==> src/hdl/mwc_pkg.sv <==
// mwc_pkg: shared types, widths, register indexes and reset values of the
// motion wake-up controller. No dependencies; used by every hdl file.
package mwc_pkg;

	localparam int TICK_W         = 12;  // tick period, seconds
	localparam int TH_W           = 24;  // timer thresholds, seconds
	localparam int CNT_W          = 8;   // motion count
	localparam int MV_W           = 12;  // supply voltage, mV
	localparam int CFG_IDX_W      = 3;
	localparam int CFG_DATA_W     = 24;
	localparam int TIMER_BITS_DEF = 24;

	localparam logic [CNT_W-1:0] CNT_MAX = {CNT_W{1'b1}};

	typedef enum logic [CFG_IDX_W-1:0] {
		REG_TICK_PERIOD    = 3'd0,
		REG_KEEP_ALIVE     = 3'd1,
		REG_START_THRESH   = 3'd2,
		REG_STOP_THRESH    = 3'd3,
		REG_INACT_ENABLE   = 3'd4,
		REG_INACT_THRESH   = 3'd5,
		REG_SUPPLY_MIN     = 3'd6
	} reg_idx_t;

	localparam logic [TICK_W-1:0] RST_TICK_PERIOD  = 12'd60;
	localparam logic [TH_W-1:0]   RST_KEEP_ALIVE   = 24'd86400;
	localparam logic [CNT_W-1:0]  RST_START_THRESH = 8'd5;
	localparam logic [TH_W-1:0]   RST_STOP_THRESH  = 24'd300;
	localparam logic              RST_INACT_ENABLE = 1'b0;
	localparam logic [TH_W-1:0]   RST_INACT_THRESH = 24'd86400;
	localparam logic [MV_W-1:0]   RST_SUPPLY_MIN   = 12'd1500;

	typedef struct packed {
		logic [TICK_W-1:0] tick_period_s;
		logic [TH_W-1:0]   keep_alive_period_s;
		logic [CNT_W-1:0]  start_threshold_irqs;
		logic [TH_W-1:0]   stop_threshold_s;
		logic              inactivity_enable;
		logic [TH_W-1:0]   inactivity_threshold_s;
		logic [MV_W-1:0]   supply_min_mv;
	} cfg_t;

	typedef struct packed {
		logic            tick;
		logic            motion;
		logic [MV_W-1:0] supply_mv;
	} item_t;

	typedef struct packed {
		logic wake;
		logic low_power;
		logic fix_request;
		logic moving;
		logic alarm;
	} res_t;

endpackage

==> src/hdl/mwc_cfg_regs.sv <==
// mwc_cfg_regs: configuration register file of the motion wake-up controller.
// Depends on mwc_pkg for the register indexes, reset values and cfg_t.
module mwc_cfg_regs (
	input  logic                             clk,
	input  logic                             arst_n,
	input  logic                             wr_en,
	input  logic [mwc_pkg::CFG_IDX_W-1:0]    wr_index,
	input  logic [mwc_pkg::CFG_DATA_W-1:0]   wr_data,
	output mwc_pkg::cfg_t                    cfg
);

	mwc_pkg::cfg_t cfg_q;

	// out-of-range values keep their low bits; unknown indexes are dropped
	always_ff @(posedge clk or negedge arst_n) begin
		if (!arst_n) begin
			cfg_q.tick_period_s          <= mwc_pkg::RST_TICK_PERIOD;
			cfg_q.keep_alive_period_s    <= mwc_pkg::RST_KEEP_ALIVE;
			cfg_q.start_threshold_irqs   <= mwc_pkg::RST_START_THRESH;
			cfg_q.stop_threshold_s       <= mwc_pkg::RST_STOP_THRESH;
			cfg_q.inactivity_enable      <= mwc_pkg::RST_INACT_ENABLE;
			cfg_q.inactivity_threshold_s <= mwc_pkg::RST_INACT_THRESH;
			cfg_q.supply_min_mv          <= mwc_pkg::RST_SUPPLY_MIN;
		end else if (wr_en) begin
			case (wr_index)
				mwc_pkg::REG_TICK_PERIOD:
					cfg_q.tick_period_s <= wr_data[mwc_pkg::TICK_W-1:0];
				mwc_pkg::REG_KEEP_ALIVE:
					cfg_q.keep_alive_period_s <= wr_data[mwc_pkg::TH_W-1:0];
				mwc_pkg::REG_START_THRESH:
					cfg_q.start_threshold_irqs <= wr_data[mwc_pkg::CNT_W-1:0];
				mwc_pkg::REG_STOP_THRESH:
					cfg_q.stop_threshold_s <= wr_data[mwc_pkg::TH_W-1:0];
				mwc_pkg::REG_INACT_ENABLE:
					cfg_q.inactivity_enable <= wr_data[0];
				mwc_pkg::REG_INACT_THRESH:
					cfg_q.inactivity_threshold_s <= wr_data[mwc_pkg::TH_W-1:0];
				mwc_pkg::REG_SUPPLY_MIN:
					cfg_q.supply_min_mv <= wr_data[mwc_pkg::MV_W-1:0];
				default: begin
				end
			endcase
		end
	end

	assign cfg = cfg_q;

endmodule

==> src/hdl/mwc_step.sv <==
// mwc_step: tracker state registers and the combinational wake decision.
// Depends on mwc_pkg for cfg_t, item_t, res_t and field widths.
module mwc_step #(
	parameter int TIMER_BITS = mwc_pkg::TIMER_BITS_DEF
) (
	input  logic           clk,
	input  logic           arst_n,
	input  logic           advance,
	input  mwc_pkg::item_t item,
	input  mwc_pkg::cfg_t  cfg,
	output mwc_pkg::res_t  res
);

	localparam int SW = ((TIMER_BITS > mwc_pkg::TICK_W) ? TIMER_BITS : mwc_pkg::TICK_W) + 1;
	localparam int CW = (TIMER_BITS > mwc_pkg::TH_W) ? TIMER_BITS : mwc_pkg::TH_W;
	localparam logic [SW-1:0] TMAX = {{(SW-TIMER_BITS){1'b0}}, {TIMER_BITS{1'b1}}};

	logic [TIMER_BITS-1:0]     fix_timer_q, alive_timer_q, quiet_timer_q;
	logic [mwc_pkg::CNT_W-1:0] motion_count_q;
	logic                      moving_q, alarm_q, accel_on_q;

	logic [TIMER_BITS-1:0]     fix_timer_d, alive_timer_d, quiet_timer_d;
	logic [mwc_pkg::CNT_W-1:0] motion_count_d;
	logic                      moving_d, alarm_d, accel_on_d;

	logic [TIMER_BITS-1:0]     fix_t1, alive_t1, quiet_t1;
	logic [mwc_pkg::CNT_W-1:0] cnt_t1;
	logic                      counted, wake, low_power, fix;

	function automatic logic [TIMER_BITS-1:0] sat_add(
		input logic [TIMER_BITS-1:0]     t,
		input logic [mwc_pkg::TICK_W-1:0] inc
	);
		logic [SW-1:0] s;
		s = SW'(t) + SW'(inc);
		return (s > TMAX) ? TMAX[TIMER_BITS-1:0] : s[TIMER_BITS-1:0];
	endfunction

	always_comb begin
		// tick: advance timers, decay motion count
		fix_t1   = item.tick ? sat_add(fix_timer_q, cfg.tick_period_s) : fix_timer_q;
		alive_t1 = item.tick ? sat_add(alive_timer_q, cfg.tick_period_s) : alive_timer_q;
		quiet_t1 = item.tick ? sat_add(quiet_timer_q, cfg.tick_period_s) : quiet_timer_q;
		cnt_t1   = (item.tick && motion_count_q != '0) ? motion_count_q - 1'b1
			: motion_count_q;
		wake     = 1'b0;
		alarm_d  = alarm_q;
		moving_d = moving_q;
		quiet_timer_d  = quiet_t1;
		motion_count_d = cnt_t1;
		if (item.tick && CW'(alive_t1) >= CW'(cfg.keep_alive_period_s)) begin
			alarm_d = 1'b0;
			wake    = 1'b1;
		end

		// motion counts only with the accelerometer on
		counted = item.motion && accel_on_q;
		if (counted) begin
			if (cnt_t1 != mwc_pkg::CNT_MAX)
				motion_count_d = cnt_t1 + 1'b1;
			quiet_timer_d = '0;
			if (!moving_q && motion_count_d > cfg.start_threshold_irqs) begin
				moving_d = 1'b1;
				alarm_d  = 1'b1;
				wake     = 1'b1;
			end
		end else if (moving_q && CW'(quiet_t1) >= CW'(cfg.stop_threshold_s)) begin
			moving_d = 1'b0;
			alarm_d  = 1'b1;
			wake     = 1'b1;
		end

		low_power     = wake && (item.supply_mv < cfg.supply_min_mv);
		fix           = wake && !low_power && ((!moving_d && alarm_d) ||
			(cfg.inactivity_enable && CW'(fix_t1) >= CW'(cfg.inactivity_threshold_s)));
		accel_on_d    = wake ? !low_power : accel_on_q;
		fix_timer_d   = fix ? '0 : fix_t1;
		alive_timer_d = wake ? '0 : alive_t1;
		if (wake) begin
			motion_count_d = '0;
			quiet_timer_d  = '0;
		end

		res.wake        = wake;
		res.low_power   = low_power;
		res.fix_request = fix;
		res.moving      = moving_d;
		res.alarm       = alarm_d;
	end

	always_ff @(posedge clk or negedge arst_n) begin
		if (!arst_n) begin
			fix_timer_q    <= '0;
			alive_timer_q  <= '0;
			quiet_timer_q  <= '0;
			motion_count_q <= '0;
			moving_q       <= 1'b0;
			alarm_q        <= 1'b0;
			accel_on_q     <= 1'b1;
		end else if (advance) begin
			fix_timer_q    <= fix_timer_d;
			alive_timer_q  <= alive_timer_d;
			quiet_timer_q  <= quiet_timer_d;
			motion_count_q <= motion_count_d;
			moving_q       <= moving_d;
			alarm_q        <= alarm_d;
			accel_on_q     <= accel_on_d;
		end
	end

`ifndef SYNTH
	a_fix_needs_wake: assert property (@(posedge clk) disable iff (!arst_n)
		advance && res.fix_request |-> res.wake && !res.low_power)
		else $error("fix request without full-power wake");

	a_wake_clears: assert property (@(posedge clk) disable iff (!arst_n)
		advance && res.wake |=> motion_count_q == '0 && quiet_timer_q == '0 &&
			alive_timer_q == '0)
		else $error("counters not cleared after wake");

	a_accel_follows_power: assert property (@(posedge clk) disable iff (!arst_n)
		advance && res.wake |=> accel_on_q == !$past(res.low_power))
		else $error("accelerometer state does not follow power mode");

	a_state_holds: assert property (@(posedge clk) disable iff (!arst_n)
		!advance |=> $stable(fix_timer_q) && $stable(alive_timer_q) &&
			$stable(quiet_timer_q) && $stable(motion_count_q) && $stable(moving_q) &&
			$stable(alarm_q) && $stable(accel_on_q))
		else $error("state changed without a request");
`endif

endmodule

==> src/hdl/motion_wakeup_controller.sv <==
// motion_wakeup_controller: top level, input and result registers around the step.
// Depends on mwc_pkg, mwc_cfg_regs and mwc_step.
//
// One request is one wake from sleep (tick, motion, supply_mv); each gives
// exactly one result (wake, low_power, fix_request, moving, alarm). A
// request lands in an input register, the state update and wake decision
// are done in the single step stage, and the result sits in a result
// register until taken; each request thus passes both registers.
// Throughput is one request per cycle while results are taken, as the
// step stage updates the state combinationally (each wake depends on the
// state the previous one left). A stalled result holds the step stage,
// and the input register then fills before in_ready drops.
// Configuration writes are always accepted (cfg_ready high) and take effect
// on the next cycle; write only while no request is in flight. Register
// index i is the i-th register: tick period, keep-alive period, start
// threshold, stop threshold, inactivity enable, inactivity threshold,
// supply minimum. Unknown indexes are ignored; wide data keeps its low bits.
module motion_wakeup_controller #(
	parameter int TIMER_BITS = mwc_pkg::TIMER_BITS_DEF
) (
	input  logic                           clk,
	input  logic                           arst_n,
	// configuration write channel
	input  logic                           cfg_valid,
	output logic                           cfg_ready,
	input  logic [mwc_pkg::CFG_IDX_W-1:0]  cfg_index,
	input  logic [mwc_pkg::CFG_DATA_W-1:0] cfg_data,
	// wake requests
	input  logic                           in_valid,
	output logic                           in_ready,
	input  logic                           tick,
	input  logic                           motion,
	input  logic [mwc_pkg::MV_W-1:0]       supply_mv,
	// results
	output logic                           out_valid,
	input  logic                           out_ready,
	output logic                           wake,
	output logic                           low_power,
	output logic                           fix_request,
	output logic                           moving,
	output logic                           alarm
);

	mwc_pkg::cfg_t  cfg;
	mwc_pkg::item_t item_s1;
	mwc_pkg::res_t  res, res_s2;
	logic           valid_s1, valid_s2, advance;

	assign cfg_ready = 1'b1;

	mwc_cfg_regs u_cfg (
		.clk      (clk),
		.arst_n   (arst_n),
		.wr_en    (cfg_valid),
		.wr_index (cfg_index),
		.wr_data  (cfg_data),
		.cfg      (cfg)
	);

	// step stage fires when a request is held and the result slot frees
	assign advance  = valid_s1 && (!valid_s2 || out_ready);
	assign in_ready = !valid_s1 || advance;

	always_ff @(posedge clk or negedge arst_n) begin
		if (!arst_n) begin
			valid_s1 <= 1'b0;
			valid_s2 <= 1'b0;
		end else begin
			if (in_ready)
				valid_s1 <= in_valid;
			if (advance)
				valid_s2 <= 1'b1;
			else if (out_ready)
				valid_s2 <= 1'b0;
		end
	end

	// payload registers, no reset
	always_ff @(posedge clk) begin
		if (in_ready && in_valid) begin
			item_s1.tick      <= tick;
			item_s1.motion    <= motion;
			item_s1.supply_mv <= supply_mv;
		end
		if (advance)
			res_s2 <= res;
	end

	mwc_step #(
		.TIMER_BITS (TIMER_BITS)
	) u_step (
		.clk     (clk),
		.arst_n  (arst_n),
		.advance (advance),
		.item    (item_s1),
		.cfg     (cfg),
		.res     (res)
	);

	assign out_valid   = valid_s2;
	assign wake        = res_s2.wake;
	assign low_power   = res_s2.low_power;
	assign fix_request = res_s2.fix_request;
	assign moving      = res_s2.moving;
	assign alarm       = res_s2.alarm;

endmodule
==> config.mk <==
export PLATFORM = sky130hd
export DESIGN_NAME = motion_wakeup_controller
export DESIGN_NICKNAME = d
export VERILOG_FILES = /design/src/hdl/mwc_pkg.sv /design/src/hdl/mwc_cfg_regs.sv /design/src/hdl/mwc_step.sv /design/src/hdl/motion_wakeup_controller.sv
export SDC_FILE = /design/constraint.sdc
export NUM_CORES = 1
export LEC_CHECK = 0
export ABC_AREA = 1
export BUFFER_PORTS_ARGS = -buffer_cell sky130_fd_sc_hd__buf_2
export CORE_AREA = 5 5 220 180
export CTS_BUF_LIST = sky130_fd_sc_hd__clkbuf_4
export CTS_CLUSTER_SIZE = 14
export DETAILED_ROUTE_END_ITERATION = 10
export DIE_AREA = 0 0 225 185
export SLEW_MARGIN = 20
export SYNTH_ARGS = -nofsm -noshare
export SYNTH_HDL_FRONTEND = slang
export SYNTH_HIERARCHICAL = 1
export SYNTH_SLANG_ARGS = --single-unit
==> constraint.sdc <==
create_clock -name clk -period 4.1 [get_ports clk]
set_clock_uncertainty 0.05 [all_clocks]
set_input_delay 0.41 -clock clk [delete_from_list [all_inputs] [get_ports clk]]
set_output_delay 0.41 -clock clk [all_outputs]
set_load 0.05 [all_outputs]
==> results_dict.tcl <==
set metrics [dict create \
    setup-violations-final 41 \
    syn_area_per_cell_um2 7.06 \
    ys_ff_latch 209 \
    std_cell_rows 64 \
    cpPeakStageDelay_ns 0.39 \
    cts-root-buf "clkbuf_4" \
    ys_seq_area_share_pct 35.7 \
    failed_checks "setup timing" \
    antenna_found_initial 1 \
    layout_commonest_cell "nand2_1" \
    synth_top_family_by_area "simple AND/OR/NAND/NOR gates" \
    max_freq_mhz 239 \
    rrSetupSlack_ns -0.09 \
    tns_ns -2.05 \
    arrival_ns 4.73 \
    min_path_type "primary input to flip-flop" \
    crit_path_start_kind "flip-flop" \
    end_kind "flip-flop" \
    ys.flop_type "dfrtp_1" \
    synthSimpleGateAreaFrac_pct 32.5 \
    core-area_um2 37400 \
    powerDensity_nw_per_um2 575 \
    grt_pass1_vias 14328 \
    ff2ff_path_depth 30 \
    vias 14831 \
    drtIter0Drc 1078 \
    dp_hpwl_um 34500 \
    crit_fanout 11 \
    start_util_pct 40.2 \
    cts_tree "yes" \
    worstSetupStartpoint "u_cfg/cfg[93]$_DFFE_PN0P_" \
    status "complete, but fails checks" \
    die_w_um 225 \
    gp_congestion 0.901 \
    synth_cell_types 55 \
    ant_nets 0 \
    htree_levels 2 \
    area_delta_synth_final_pct 23.3 \
    cp.required_ns 4.64 \
    synth_fa_ha_area_share_pct 11.2 \
    worstReg2RegStart "u_cfg/cfg[93]$_DFFE_PN0P_" \
    crit_top_cell "nand2_2" \
    synthesis.nets 2306 \
    grt_usage_pct 22.6 \
    rsz0062_at_grt "true" \
    hold_violations 0 \
    r2r-end "u_step/fix_timer_q[2]$_DFFE_PN0P_" \
    drc 0 \
    fin_crit_ns 4.19 \
    grt_max_degree 104 \
    clock_path_buffers 3 \
    grt_pass1_wl_um 75400 \
    worst_pin_slew_ns 1.06 \
    synth_edf_count 19 \
    power_mw 10.6 \
    ys.warnings.count 6 \
    fp.dieH_um 185 \
    synth-compound-area-share_pct 8.33 \
    drt_pre_antenna_iters 5 \
    endpoint "u_step/fix_timer_q[2]$_DFFE_PN0P_" \
    leakagePower_nw 9.90 \
    drv_slew 0 \
    port_buffers 52 \
    synthCells 2127 \
    drive_above_1_share_pct 20.6 \
    clk_latency_ns 0.73 \
    syn_area_um2 15000 \
    dieArea_um2 41600 \
    mostFrequentLayoutCells "716 x nand2_1, 296 x inv_1, 161 x dfrtp_1" \
    peakVddDrop_v 0.000323 \
    cp_slowest_cell "dfrtp_1" \
    maxCapViolCount 0 \
    synthMuxAreaShare_pct 0 \
    clkSinkCount 209 \
    synthXorXnorAreaFrac_pct 2.28 \
    io_pins 54 \
    wirelength_um 48100 \
    numCtsBuffers 59 \
    fin_ws_ns -0.0886 \
    async_flop_share_pct 90.9 \
    worst-setup-path-type "flip-flop to flip-flop" \
    final_cells 2900 \
    relSlewSlack_pct 29.0 \
    routed_via_density 5.11 \
    wire_per_inst_um 16.6 \
    placedCellCount 2724 \
    overflow 0 \
    final_nets 2533 \
    path_clk_slew_ns 0.07 \
    post-place-ws_ns -0.149 \
    period_share_pct 102 \
]
==> worst min-delay path by stage <==
stage / start / depth (start not counted) / endpoint / slack [ns]
2_1_floorplan: arst_n / 0 / out_valid$_DFFE_PN0P_ / 0.06
3_3_place_gp: u_cfg/cfg[77]$_DFFE_PN1P_ / 2 / u_cfg/cfg[77]$_DFFE_PN1P_ / 0.40
3_5_place_dp: u_cfg/cfg[77]$_DFFE_PN1P_ / 2 / u_cfg/cfg[77]$_DFFE_PN1P_ / 0.41
4_1_cts: cfg_index[1] / 5 / u_cfg/cfg[61]$_DFFE_PN1P_ / 0.01
5_1_grt: cfg_index[1] / 5 / u_cfg/cfg[61]$_DFFE_PN1P_ / 0.04
6_report: cfg_index[1] / 5 / u_cfg/cfg[61]$_DFFE_PN1P_ / 0.09
==> layer usage <==
layer / GRT usage [%] / up-vias / part of all wire (%)
li1: - / 7258 / -
met1: 32.0 / 6960 / 46
met2: 35.8 / 523 / 44
met3: 3.64 / 90 / 6.9
met4: 7.33 / 0 / 3.1
met5: 0 / - / 0
==> kinds of logic (layout without fill, tap and decap cells) <==
kind of cell	Yosys count	count (layout)
AO/OA/AOI/OAI	226	226
XOR/XNOR	37	37
adder cells (fa/ha/maj)	133	133
buffers and inverters	375	652
flip-flops	209	209
other	1	2
AND/OR/NAND/NOR	1146	1146
==> metrics by stage <==
| step | util [%] | instance area, µm² | hold WS [ns] |
|---|---|---|---|
| 2_1_floorplan | - | 15000 | 0.0644 |
| 3_5_place_dp | 44.2 | 16500 | 0.405 |
| 5_1_grt | 49.5 | 18500 | 0.0379 |
| 6_report | 49.5 | 18500 | 0.0934 |
| 3_3_place_gp | 44.1 | 16500 | 0.403 |
| 4_1_cts | 47.8 | 17900 | 0.0144 |
==> cells in the mapped netlist (7+ instances only) <==
master    count  area [µm²]
a21o_1        9        67.6
a21oi_1      80         400
buf_2        28         140
buf_4         8        60.1
clkbuf_1     17        63.8
dfrtp_1     162        4050
dfstp_2      28         736
edfxtp_1     19         571
ha_1        130        1630
inv_1       305        1140
inv_2         7        26.3
nand2_1     763        2860
nand2_2      19         119
nand2_4       8        90.1
nand3_1     158         791
nand4_1      29         181
nor2_1      110         413
nor2_2        8        50.1
nor3_1       22         110
o21ai_0      71         355
o21ai_1      20         100
o22ai_1      21         131
xnor2_1      14         123
xor2_1       22         193
==> worst max-delay path: cells and delay by family, from the launching register on <==
family / cells / cell delay [ns]
adder cells (fa/ha/maj): 3 / 0.90
AND/OR/NAND/NOR: 22 / 2.19
flip-flops: 1 / 0.39
AO/OA/AOI/OAI: 2 / 0.22
buffers and inverters: 3 / 0.27
==> area by class of cell <==
cell class	count	area [µm²]
inverter	315	1200
antenna	1	2.50
sequential	209	5360
clock inverter	32	209
multi-input combinational	1543	8710
tap	495	619
fill	3654	18900
clock buffer	79	593
timing repair buffer	226	1830
==> repair_timing <==
item | CTS | global route
gates resized for setup | 28 | 140
gates cloned | 0 | 3
hold buffers | 44 | 0
hold endpoints to repair | 211 | 0
setup buffers | 4 | 13
pin swaps | 5 | 40
setup endpoints to repair | 83 | 86
==> sequential cells by signal, summed over array words and instances, names as in the netlist, 8 cells and up <==
| signal | count |
|---|---|
| u_step/alive_timer_q | 24 |
| u_cfg/cfg | 105 |
| item_s1 | 14 |
| u_step/motion_count_q | 8 |
| u_step/quiet_timer_q | 24 |
| u_step/fix_timer_q | 24 |
==> power breakdown <==
part | switching (mW) | internal [mW]
Sequential | 0.368 | 2.61
Combinational | 3.36 | 2.25
Clock | 0.961 | 1.09
Total | 4.69 | 5.96
(Power assumes the default switching activity.)
